**src/sv/nll_pkg.sv**
```systemverilog
// nll_pkg: constants and fixed-point formats of the nonlinear ladder lowpass
// shared by the ladder top level; no dependencies
`default_nettype none

package nll_pkg;

  // shaper format: magnitudes in Q.24
  localparam int TQ = 24;
  localparam int TV_W = 29;
  localparam int TR_W = 25;
  localparam logic [TR_W-1:0] ONE = TR_W'(1) << TQ;
  localparam logic [TV_W-1:0] TH_LIMIT = TV_W'(3) << TQ;
  localparam logic [TV_W-1:0] TH_BIAS = TV_W'(27) << TQ;

  // tanh datapath widths
  localparam int MAG_W = 26;
  localparam int S_W = 28;
  localparam int NA_W = 30;
  localparam int NUM_W = 56;
  localparam int DEN_W = 31;
  localparam int QUO_W = 28;
  localparam int DCNT_W = 5;

  // shared multiplier narrow operand
  localparam int MB_W = 26;

  // feedback gain fraction bits, ladder gain fraction bits
  localparam int KQ = 13;
  localparam int GQ = 16;

  // configuration port
  localparam int CFG_W = 16;
  localparam int CFG_IDX_W = 1;
  localparam logic [CFG_IDX_W-1:0] REG_LADDER_GAIN = 1'd0;
  localparam logic [CFG_IDX_W-1:0] REG_FEEDBACK_GAIN = 1'd1;
  localparam logic [CFG_W-1:0] LADDER_GAIN_RESET = 16'd3569;
  localparam logic [CFG_W-1:0] FEEDBACK_GAIN_RESET = 16'd4096;

endpackage

`default_nettype wire

```
**src/sv/nll_if.sv**
```systemverilog
// nll_if: valid/ready stream interfaces for the ladder sample and result words
// no dependencies; used by nonlinear_ladder_lowpass_top
`default_nettype none

interface nll_in_if #(
  parameter int W = 16
);
  logic valid;
  logic ready;
  logic signed [W-1:0] sample_in;

  modport source (output valid, output sample_in, input ready);
  modport sink (input valid, input sample_in, output ready);
endinterface

interface nll_out_if #(
  parameter int W = 16
);
  logic valid;
  logic ready;
  logic signed [W-1:0] sample_out;

  modport source (output valid, output sample_out, input ready);
  modport sink (input valid, input sample_out, output ready);
endinterface

`default_nettype wire

```
**src/sv/nonlinear_ladder_lowpass_top.sv**
```systemverilog
// nonlinear_ladder_lowpass_top: four-pole ladder lowpass with tanh shapers
// depends on nll_pkg and the stream interfaces in nll_if
// One sample word is taken while the block is idle and one filtered word comes
// out for it. Every shaper pass runs on one shared multiplier and a 28-step
// restoring divider, so a new sample is taken only once the last one is filtered.
// The feedback shaper skips the divider when its input is at or beyond
// 3.0. The input and output shapers never see an input that large. The result
// sits in an output register, so the next sample is taken while the previous
// word still waits. The new result is held back until that word is taken.
// ladder_gain and feedback_gain are written through the plain write port while
// idle; the user must keep to this, as the block does not enforce it. The four stage values reset to zero.
`default_nettype none

module nonlinear_ladder_lowpass_top
  import nll_pkg::*;
#(
  parameter int SAMPLE_WIDTH = 16,
  parameter int STATE_WIDTH = 24
) (
  input  wire logic                 clk,
  input  wire logic                 rst,
  input  wire logic                 cfg_write,
  input  wire logic [CFG_IDX_W-1:0] cfg_index,
  input  wire logic [CFG_W-1:0]     cfg_data,
  nll_in_if.sink                    sample_stream,
  nll_out_if.source                 result_stream
);

  localparam int SQ = STATE_WIDTH - 1;
  localparam int XQ = SAMPLE_WIDTH - 1;
  localparam int SH_UP = (SQ >= TQ) ? SQ - TQ : 0;
  localparam int SH_DN = (SQ >= TQ) ? 0 : TQ - SQ;
  localparam int RS_W = (STATE_WIDTH > TR_W) ? STATE_WIDTH : TR_W;
  localparam int MA_W = (STATE_WIDTH > NA_W) ? STATE_WIDTH : NA_W;
  localparam int P_W = MA_W + MB_W;
  localparam int FB_SH = KQ + SQ - TQ;
  localparam logic [STATE_WIDTH-1:0] ST_FULL = STATE_WIDTH'(1) << SQ;
  localparam logic [SAMPLE_WIDTH-1:0] SMP_FULL = SAMPLE_WIDTH'(1) << XQ;

  typedef enum logic [3:0] {
    S_IDLE,
    S_TH_START,
    S_TH_SQ,
    S_TH_NUM,
    S_TH_DLOAD,
    S_TH_DIV,
    S_TH_DONE,
    S_FB_MUL,
    S_FB_SUB,
    S_STG_MUL,
    S_STG_ADD,
    S_OUT_PREP,
    S_OUT
  } state_t;

  typedef enum logic [1:0] {
    PH_IN,
    PH_FB,
    PH_OUT
  } phase_t;

  state_t state;
  phase_t phase;

  logic [CFG_W-1:0] ladder_gain;
  logic [CFG_W-1:0] feedback_gain;
  logic signed [STATE_WIDTH-1:0] stage [4];

  logic signed [TV_W-1:0] tv;
  logic signed [TV_W-1:0] x;
  logic signed [STATE_WIDTH-1:0] src;
  logic neg;
  logic dneg;
  logic [MAG_W-1:0] mag;
  logic [P_W-1:0] prod;
  logic [DEN_W-1:0] rem;
  logic [DEN_W-1:0] den;
  logic [QUO_W-1:0] dlow;
  logic [QUO_W-1:0] quo;
  logic [DCNT_W-1:0] div_count;
  logic [1:0] stage_count;
  logic out_valid;
  logic signed [SAMPLE_WIDTH-1:0] y;

  // combinational datapath
  logic [TV_W-1:0] tv_abs;
  logic th_sat;
  logic [S_W-1:0] s_val;
  logic [NA_W-1:0] num_a;
  logic [DEN_W-1:0] den_next;
  logic [NUM_W-1:0] num;
  logic [DEN_W:0] trial;
  logic div_ge;
  logic [DEN_W-1:0] rem_next;
  logic [TR_W-1:0] th_mag;
  logic [RS_W-1:0] th_wide;
  logic [STATE_WIDTH-1:0] drive_mag;
  logic signed [STATE_WIDTH-1:0] drive_val;
  logic [SAMPLE_WIDTH-1:0] smp_mag;
  logic signed [SAMPLE_WIDTH-1:0] smp_val;
  logic [STATE_WIDTH-1:0] st3_abs;
  logic [RS_W-1:0] st3_wide;
  logic [TV_W-1:0] st3_tv;
  logic [TV_W-1:0] fb_mag;
  logic signed [TV_W-1:0] fb_val;
  logic signed [STATE_WIDTH:0] diff;
  logic [STATE_WIDTH:0] diff_abs;
  logic [STATE_WIDTH-1:0] inc_mag;
  logic signed [STATE_WIDTH-1:0] stage_new;
  logic [MA_W-1:0] mul_a;
  logic [MB_W-1:0] mul_b;
  logic [P_W-1:0] prod_next;

  always_comb begin
    tv_abs = tv[TV_W-1] ? TV_W'(-tv) : TV_W'(tv);
    th_sat = tv_abs >= TH_LIMIT;

    s_val = prod[TQ +: S_W];
    num_a = NA_W'(TH_BIAS) + NA_W'(s_val);
    den_next = DEN_W'(TH_BIAS) + DEN_W'({s_val, 3'b000}) + DEN_W'(s_val);
    num = prod[NUM_W-1:0];

    trial = {rem, dlow[QUO_W-1]};
    div_ge = trial >= {1'b0, den};
    rem_next = div_ge ? DEN_W'(trial - {1'b0, den}) : trial[DEN_W-1:0];

    th_mag = (quo > QUO_W'(ONE)) ? ONE : quo[TR_W-1:0];

    th_wide = (RS_W'(th_mag) << SH_UP) >> SH_DN;
    drive_mag = th_wide[STATE_WIDTH-1:0];
    if (neg) begin
      drive_val = STATE_WIDTH'(-drive_mag);
    end else if (drive_mag == ST_FULL) begin
      drive_val = STATE_WIDTH'(ST_FULL - STATE_WIDTH'(1));
    end else begin
      drive_val = drive_mag;
    end

    smp_mag = SAMPLE_WIDTH'(th_mag >> (TQ - XQ));
    if (neg) begin
      smp_val = SAMPLE_WIDTH'(-smp_mag);
    end else if (smp_mag == SMP_FULL) begin
      smp_val = SAMPLE_WIDTH'(SMP_FULL - SAMPLE_WIDTH'(1));
    end else begin
      smp_val = smp_mag;
    end

    st3_abs = stage[3][STATE_WIDTH-1] ? STATE_WIDTH'(-stage[3]) : STATE_WIDTH'(stage[3]);
    st3_wide = (RS_W'(st3_abs) << SH_DN) >> SH_UP;
    st3_tv = TV_W'(st3_wide[TR_W-1:0]);

    fb_mag = TV_W'(prod[FB_SH +: S_W]);
    fb_val = stage[3][STATE_WIDTH-1] ? TV_W'(-fb_mag) : TV_W'(fb_mag);

    diff = (STATE_WIDTH + 1)'(src) - (STATE_WIDTH + 1)'(stage[0]);
    diff_abs = diff[STATE_WIDTH] ? (STATE_WIDTH + 1)'(-diff) : (STATE_WIDTH + 1)'(diff);
    inc_mag = prod[GQ +: STATE_WIDTH];
    stage_new = dneg ? STATE_WIDTH'(stage[0] - inc_mag) : STATE_WIDTH'(stage[0] + inc_mag);

    case (state)
      S_TH_SQ: begin
        mul_a = MA_W'(mag);
        mul_b = MB_W'(mag);
      end
      S_TH_NUM: begin
        mul_a = MA_W'(num_a);
        mul_b = MB_W'(mag);
      end
      S_FB_MUL: begin
        mul_a = MA_W'(st3_abs);
        mul_b = MB_W'(feedback_gain);
      end
      S_STG_MUL: begin
        mul_a = MA_W'(diff_abs[STATE_WIDTH-1:0]);
        mul_b = MB_W'(ladder_gain);
      end
      default: begin
        mul_a = '0;
        mul_b = '0;
      end
    endcase
    prod_next = P_W'(mul_a) * P_W'(mul_b);
  end

  assign sample_stream.ready = (state == S_IDLE);
  assign result_stream.valid = out_valid;
  assign result_stream.sample_out = y;

  always_ff @(posedge clk) begin
    prod <= prod_next;

    if (rst) begin
      state <= S_IDLE;
      phase <= PH_IN;
      out_valid <= 1'b0;
      ladder_gain <= LADDER_GAIN_RESET;
      feedback_gain <= FEEDBACK_GAIN_RESET;
      for (int i = 0; i < 4; i++) begin
        stage[i] <= '0;
      end
      div_count <= '0;
      stage_count <= '0;
    end else begin
      if (cfg_write) begin
        case (cfg_index)
          REG_LADDER_GAIN:   ladder_gain <= cfg_data;
          REG_FEEDBACK_GAIN: feedback_gain <= cfg_data;
          default: ;
        endcase
      end

      if (state == S_OUT && (!out_valid || result_stream.ready)) begin
        out_valid <= 1'b1;
      end else if (result_stream.ready) begin
        out_valid <= 1'b0;
      end

      case (state)
        S_IDLE: begin
          if (sample_stream.valid) begin
            tv <= TV_W'(sample_stream.sample_in) <<< (TQ - XQ);
            phase <= PH_IN;
            state <= S_TH_START;
          end
        end
        S_TH_START: begin
          neg <= tv[TV_W-1];
          mag <= tv_abs[MAG_W-1:0];
          if (th_sat) begin
            quo <= QUO_W'(ONE);
            state <= S_TH_DONE;
          end else begin
            state <= S_TH_SQ;
          end
        end
        S_TH_SQ: begin
          state <= S_TH_NUM;
        end
        S_TH_NUM: begin
          den <= den_next;
          state <= S_TH_DLOAD;
        end
        S_TH_DLOAD: begin
          rem <= DEN_W'(num[NUM_W-1:QUO_W]);
          dlow <= num[QUO_W-1:0];
          div_count <= '0;
          state <= S_TH_DIV;
        end
        S_TH_DIV: begin
          rem <= rem_next;
          dlow <= {dlow[QUO_W-2:0], 1'b0};
          quo <= {quo[QUO_W-2:0], div_ge};
          div_count <= div_count + DCNT_W'(1);
          if (div_count == DCNT_W'(QUO_W - 1)) begin
            state <= S_TH_DONE;
          end
        end
        S_TH_DONE: begin
          case (phase)
            PH_IN: begin
              x <= neg ? -TV_W'(th_mag) : TV_W'(th_mag);
              state <= S_FB_MUL;
            end
            PH_FB: begin
              src <= drive_val;
              stage_count <= '0;
              state <= S_STG_MUL;
            end
            default: begin
              state <= S_OUT;
            end
          endcase
        end
        S_FB_MUL: begin
          state <= S_FB_SUB;
        end
        S_FB_SUB: begin
          tv <= x - fb_val;
          phase <= PH_FB;
          state <= S_TH_START;
        end
        S_STG_MUL: begin
          dneg <= diff[STATE_WIDTH];
          state <= S_STG_ADD;
        end
        S_STG_ADD: begin
          // rotate the stages so the next one sits at the head
          stage[0] <= stage[1];
          stage[1] <= stage[2];
          stage[2] <= stage[3];
          stage[3] <= stage_new;
          src <= stage_new;
          stage_count <= stage_count + 2'd1;
          state <= (stage_count == 2'd3) ? S_OUT_PREP : S_STG_MUL;
        end
        S_OUT_PREP: begin
          tv <= stage[3][STATE_WIDTH-1] ? TV_W'(-st3_tv) : st3_tv;
          phase <= PH_OUT;
          state <= S_TH_START;
        end
        S_OUT: begin
          if (!out_valid || result_stream.ready) begin
            y <= smp_val;
            state <= S_IDLE;
          end
        end
        default: begin
          state <= S_IDLE;
        end
      endcase
    end
  end

endmodule

`default_nettype wire

```
**src/flat_wrapper.sv**
```systemverilog
// flat-port wrapper written by rule: the top's interface ports become plain ports
module nonlinear_ladder_lowpass_top_flat import nll_pkg::*;
#(
  parameter int SAMPLE_WIDTH = 16,
  parameter int STATE_WIDTH = 24
)
  (clk, rst, cfg_write, cfg_index, cfg_data, sample_stream_valid, sample_stream_sample_in, sample_stream_ready, result_stream_valid, result_stream_sample_out, result_stream_ready);
  nll_in_if #(.W((16))) sample_stream_i ();
  nll_out_if #(.W((16))) result_stream_i ();
  input  wire logic clk;
  input  wire logic rst;
  input  wire logic cfg_write;
  input  wire logic [CFG_IDX_W-1:0] cfg_index;
  input  wire logic [CFG_W-1:0] cfg_data;
  input wire logic [$bits(sample_stream_i.valid)-1:0] sample_stream_valid;
  input wire logic [$bits(sample_stream_i.sample_in)-1:0] sample_stream_sample_in;
  output wire logic [$bits(sample_stream_i.ready)-1:0] sample_stream_ready;
  output wire logic [$bits(result_stream_i.valid)-1:0] result_stream_valid;
  output wire logic [$bits(result_stream_i.sample_out)-1:0] result_stream_sample_out;
  input wire logic [$bits(result_stream_i.ready)-1:0] result_stream_ready;
  assign sample_stream_i.valid = sample_stream_valid;
  assign sample_stream_i.sample_in = sample_stream_sample_in;
  assign sample_stream_ready = sample_stream_i.ready;
  assign result_stream_valid = result_stream_i.valid;
  assign result_stream_sample_out = result_stream_i.sample_out;
  assign result_stream_i.ready = result_stream_ready;
  nonlinear_ladder_lowpass_top #(.SAMPLE_WIDTH(SAMPLE_WIDTH), .STATE_WIDTH(STATE_WIDTH)) u_core (.clk(clk), .rst(rst), .cfg_write(cfg_write), .cfg_index(cfg_index), .cfg_data(cfg_data), .sample_stream(sample_stream_i), .result_stream(result_stream_i));
endmodule
```
**config.mk**
```make
export PLATFORM = sky130hd
export DESIGN_NAME = nonlinear_ladder_lowpass_top_flat
export DESIGN_NICKNAME = d
export VERILOG_FILES = /design/src/sv/nll_pkg.sv /design/src/sv/nll_if.sv /design/src/sv/nonlinear_ladder_lowpass_top.sv /design/src/flat_wrapper.sv
export SDC_FILE = /design/constraint.sdc
export NUM_CORES = 2
export LEC_CHECK = 0
export BUFFER_PORTS_ARGS = -buffer_cell sky130_fd_sc_hd__buf_2
export CAP_MARGIN = 30
export CORE_MARGIN = 5
export CORE_UTILIZATION = 60
export CTS_BUF_LIST = sky130_fd_sc_hd__clkbuf_8
export DETAILED_ROUTE_END_ITERATION = 7
export PLACE_DENSITY = 0.76
export SYNTH_ARGS = -nofsm -noshare
export SYNTH_HDL_FRONTEND = slang
export SYNTH_SLANG_ARGS = --single-unit
export TNS_END_PERCENT = 10
```
**constraint.sdc**
```tcl
create_clock -name clk -period 15.1 [get_ports clk]
set_input_delay 2.265 -clock clk [delete_from_list [all_inputs] [get_ports clk]]
set_output_delay 2.265 -clock clk [all_outputs]
set_load 0.01 [all_outputs]
```
======== Yosys cells after proc, flatten, opt, wreduce, memory -nomap -nowiden ========
Memories as Yosys holds them, arrays and structs flattened.
Cells that the tools add are included.
operators by class
  add/sub/neg operators ................... 18
  $mul .................................... 1
  order comparisons ....................... 3
  equality and inequality tests ........... 22
  multiplexer cells ....................... 46
  bitwise operators ....................... 6
  reductions and logical operators ........ 26
operators with widths
  operator                  number
  $mux W24                  10
  $pmux W30 S4              1
  $mux W29                  4
  $pmux W28 S2              2
  $pmux W29 S3              1
  $pmux W26 S3              1
  $neg A24 Y24              3
  $pmux W31 S2              1
  $neg A25 Y29              2
  $mul A30 B26 Y56          1
  $mux W25                  2
  $pmux W24 S2              1
  $pmux W4 S12              1
  $ge A32 B31 Y1            1
  $mux W16                  2
  $add A29 B31 Y31 const A  1
  $add A31 B28 Y31          1
  $mux W31                  1
  $sub A31 B31 Y31          1
  $add A29 B28 Y30 const A  1
  $ge A29 B26 Y1 const B    1
  $neg A28 Y29              1
  $neg A29 Y29              1
  $sub A29 B29 Y29          1
  39 further kinds          80
storage, ports and cells
  register bits after elaboration ......... 346
  bits in writable memories ............... 96
  bits of input ports ..................... 38
  output and inout port bits .............. 18
  memories kept ........................... 1
memories
  memory        depth  bits a word  read ports  clocked after Yosys merged registers in  wr ports  RTL line                            source
  u_core.stage  4      24           4           0                                        4         nonlinear_ladder_lowpass_top.sv:67  logic signed [STATE_WIDTH-1:0] stage [4];

======== Logic depth before layout (Yosys ltp) ========
  word-level depth ........................ 7
  depth in mapped cells ................... 41

======== Worst setup path before layout ========
OpenSTA, ideal clock, no wires.
  path kind ............................... register to register
  start ................................... memory u_core.stage[0][0]
  end ..................................... register u_core.prod[54] (netlist: u_core.num[54])
  setup time .............................. 0.124 ns
  arrival ................................. 10.002 ns
  data required time ...................... 14.976 ns
  slack ................................... 4.974 ns
  stages on the path, launching flop included .. 38
  path through ............................ edfxtp_1 ha_1 fa_1 nor2b_4 o31a_1 o311ai_1 or2_1 or3b_4 or4_4 buf_6 nand4b_1 or4_1 buf_6 nand3_4 nand2_1 fa_1 inv_1 fa_1 (+2 left out) fa_1 inv_1 fa_1 fa_1 inv_1 fa_1 inv_1 ha_1 clkbuf_1 nand4_1 nor3_1 nand2_1 a2111oi_0 o21ai_0 a311oi_1 a31o_2 a311oi_1 xnor2_1
RTL lines
  element               RTL line                             source
  start, declared       nonlinear_ladder_lowpass_top.sv:67
  end signal, assigned  nonlinear_ladder_lowpass_top.sv:190  prod <= prod_next;
  end, declared         nonlinear_ladder_lowpass_top.sv:75   logic [P_W-1:0] prod;

==> run summary <==
async set or reset register ratio after synthesis: 0
Placement Rows: 111
RSZ-0062 raised after global routing: no
worst endpoint required time: 15.68 ns
setup TNS after final layout: 0 ns
violations in the final reports: DRC
minimum period implied by the final worst setup slack: 11.74 ns
sequential element share of the synthesized area: 0.221
die height: 314 um
critical path type: flip-flop to flip-flop
root cell of the clock tree: clkbuf_8
Global Route Usage Sum: 0.422
most common cell in the netlist: inv_1
I/O Pins: 56
Data arrival, critical path: 12.32 ns
Die X-Extent: 314 um
count of distinct cell types in the synthesized netlist: 103
mean instance size in the synthesized netlist: 8.81 um2
critical path buffer and inverter count: 4
Worst Tran Pin Value: 1.10 ns
FF-to-FF path depth: 34
postcts setup bufs: 0
launch point of the worst hold path: u_core.num[3]
RR Endpoint: u_core.num[49]
vias per inst: 6.60
total clock buffers created by CTS: 74
first-pass GRT wire length: 309000 um
part of the cycle the worst path needs: 0.778
routability congestion estimate: 1.08
gate count of the mapped netlist: 6280
number of enable-type register cells in the synthesized netlist: 340
Total Power: 0.00559 W
number of storage elements in the synthesis netlist: 442
cts hold-fix bufs: 0
total wire length after detailed routing: 210000 um
end of the worst hold path: u_core.dlow[3]
WL/cell: 28.2 um
half-perimeter wire length after placement: 161000 um
area share of the largest cell type after synthesis: 0.244
delay contributed by the slowest stage of the critical path: 0.79 ns
Critical R2R Launch: u_core.stage[0][0]
Synth Cell Area: 55300 um2
peak ir drop on the vdd network: 173 uV
most frequent cells after synthesis: inv_1, nand2_1, fa_1
CTS HTree Levels: 3
clk_lat worst skew: 0.71 ns
top cells by area in the synthesized netlist: fa_1, edfxtp_1, ha_1
maximum number of pins on one net before global-route repair: 82
PwrDens: 95.2 nW/um2
gate family responsible for the most delay along the worst path: adder cells
Cells on Worst Hold Path: 2
library cell occupying the most area in the post-synthesis netlist: fa_1
drt initial violations: 6888
Slew Limit Fails: 0
upper clock frequency limit: 85.2 MHz
antenna violation net count after detailed routing: 0
number of maximum-capacitance constraint violations: 0
Port-buffer cells: 55
synthesis-to-finish area growth: 6.03%
layout cell share with drive strength beyond 1: 0.0655
result of the run: finished with violations
clock tree from TritonCTS: built
Initial Utilization: 0.604
via count: 49.2k
count of yosys warnings during synthesis: 0
cell with the largest stage delay on the worst path: o21ai_4
number of global-route vias before repair: 48.1k
Resize count post-CTS: 0
number of remaining DRC errors: 2
Final Skew: 0.0376 ns
die area: 98400 um2
Slew headroom: 0.265
R2R setup slack: 3.36 ns
cell repeated most along the worst path: fa_1
Hold Fails Final Rpt: 0
initial antenna violation count: 14
Post-Synthesis Net Count: 7357
number of buffers on the longest clock path: 3
placeable core area: 91700 um2
Setup crit start kind: flip-flop
number of sinks handled by clock tree synthesis: 442
clock-pin slew of the registers on the worst-case setup and hold paths: 0.06 ns
critical path capture point type: flip-flop
Finish-stage setup viols: 0
GR Overflow Total: 0
Hold Crit Class: flip-flop to flip-flop
maximum fanout along the worst path: 32
total number of nets in the final design: 7278
leakage power: 26.2 nW
prevailing post-synth register cell: edfxtp_1
drt first pass iters: 8
-- area by class of cell --
cell class / count / area (um2)
clock inverter: 50 / 360
sequential: 442 / 12300
multi-input combinational: 4594 / 38600
clock buffer: 85 / 1170
tap: 1186 / 1480
inverter: 893 / 3350
fill: 7734 / 33000
timing repair buffer: 196 / 1400
antenna: 8 / 20.0
-- sequential cells by signal, summed over array words and instances, names as in the netlist, 24 cells and up --
signal	cells
u_core.quo	28
u_core.rem	31
u_core.stage	96
u_core.num	56
u_core.dlow	28
u_core.x	29
u_core.tv	29
u_core.mag	26
u_core.src	24
u_core.den	31
-- cells in the final DEF, fill, tap and decap left out, types with 55 or more instances in the layout --
cell | synthesis | routed
xor2_1 | 118 | 117
nor2_1 | 523 | 512
xnor2_1 | 185 | 184
buf_4 | 6 | 135
a21o_1 | 97 | 97
fa_1 | 675 | 675
o22ai_1 | 77 | 77
nor3_1 | 118 | 115
edfxtp_1 | 340 | 340
buf_2 | 9 | 55
o21ai_0 | 298 | 294
a21oi_1 | 301 | 299
nand2b_1 | 56 | 55
inv_1 | 892 | 907
ha_1 | 364 | 364
nand2_1 | 703 | 702
clkbuf_8 | 0 | 85
and2_1 | 134 | 132
dfxtp_1 | 102 | 102
nand3_1 | 107 | 107
and3_1 | 70 | 69
-- worst max path at each step --
stage / start / to / slack, ns / cells past startpoint
2_1_floorplan: u_core.stage[0][0] / u_core.num[54] / 4.97 / 37
3_3_place_gp: u_core.src[0] / u_core.num[54] / 3.49 / 38
3_5_place_dp: u_core.stage[0][0] / u_core.num[54] / 3.58 / 33
4_1_cts: u_core.stage[0][0] / u_core.num[54] / 3.56 / 33
5_1_grt: u_core.stage[0][0] / u_core.num[54] / 2.77 / 33
6_report: u_core.stage[0][0] / u_core.num[49] / 3.36 / 34
-- routing by layer --
| layer | vias to the layer above | global-route usage | routed length, um | part of all wire |
|---|---|---|---|---|
| met5 | - | 0 | 34 | 0.00016 |
| met4 | 6 | 0.198 | 13200 | 0.063 |
| met3 | 769 | 0.163 | 32300 | 0.15 |
| met2 | 3611 | 0.600 | 85400 | 0.41 |
| met1 | 23900 | 0.572 | 79500 | 0.38 |
| li1 | 20900 | - | - | - |
-- cells by family (layout without fill, tap and decap cells) --
group,Yosys count,count (layout),synth area share
and+or+nand+nor,1973,1973,0.166
AOI/OAI and AO/OA,1265,1265,0.150
buffers and inverters,1244,1224,0.0856
adders and majority gates,1039,1039,0.327
DFF,442,442,0.221
xor gates and xnor gates,304,304,0.0483
muxes,13,13,0.00240
other,0,8,0
-- tightest hold or removal path, delay by kind of cell, from the launching register on --
kind	cells	cell delay, ns
flip-flops	1	0.30
AND/OR/NAND/NOR	2	0.09
-- power by group --
part / switching (W) / internal [W]
registers: 0.000176 / 0.00146
clock network: 0.000542 / 0.000591
logic: 0.00190 / 0.000914
total: 0.00262 / 0.00297
-- through the flow --
step | cells | setup WS (ns) | hold WS (ns) | area, um2 | util
finish | 7454 | 3.36 | 0.482 | 58700 | 0.640
global route | 7448 | 2.77 | 0.503 | 58600 | 0.640
CTS | 7442 | 3.56 | 0.482 | 58600 | 0.639
detailed placement | 7307 | 3.58 | 0.474 | 57000 | 0.622
global placement | 7302 | 3.49 | 0.471 | 57000 | 0.622
floorplan | 6280 | 4.97 | 0.432 | 55300 | -
No activity file was read; power rests on OpenSTA's default activity.
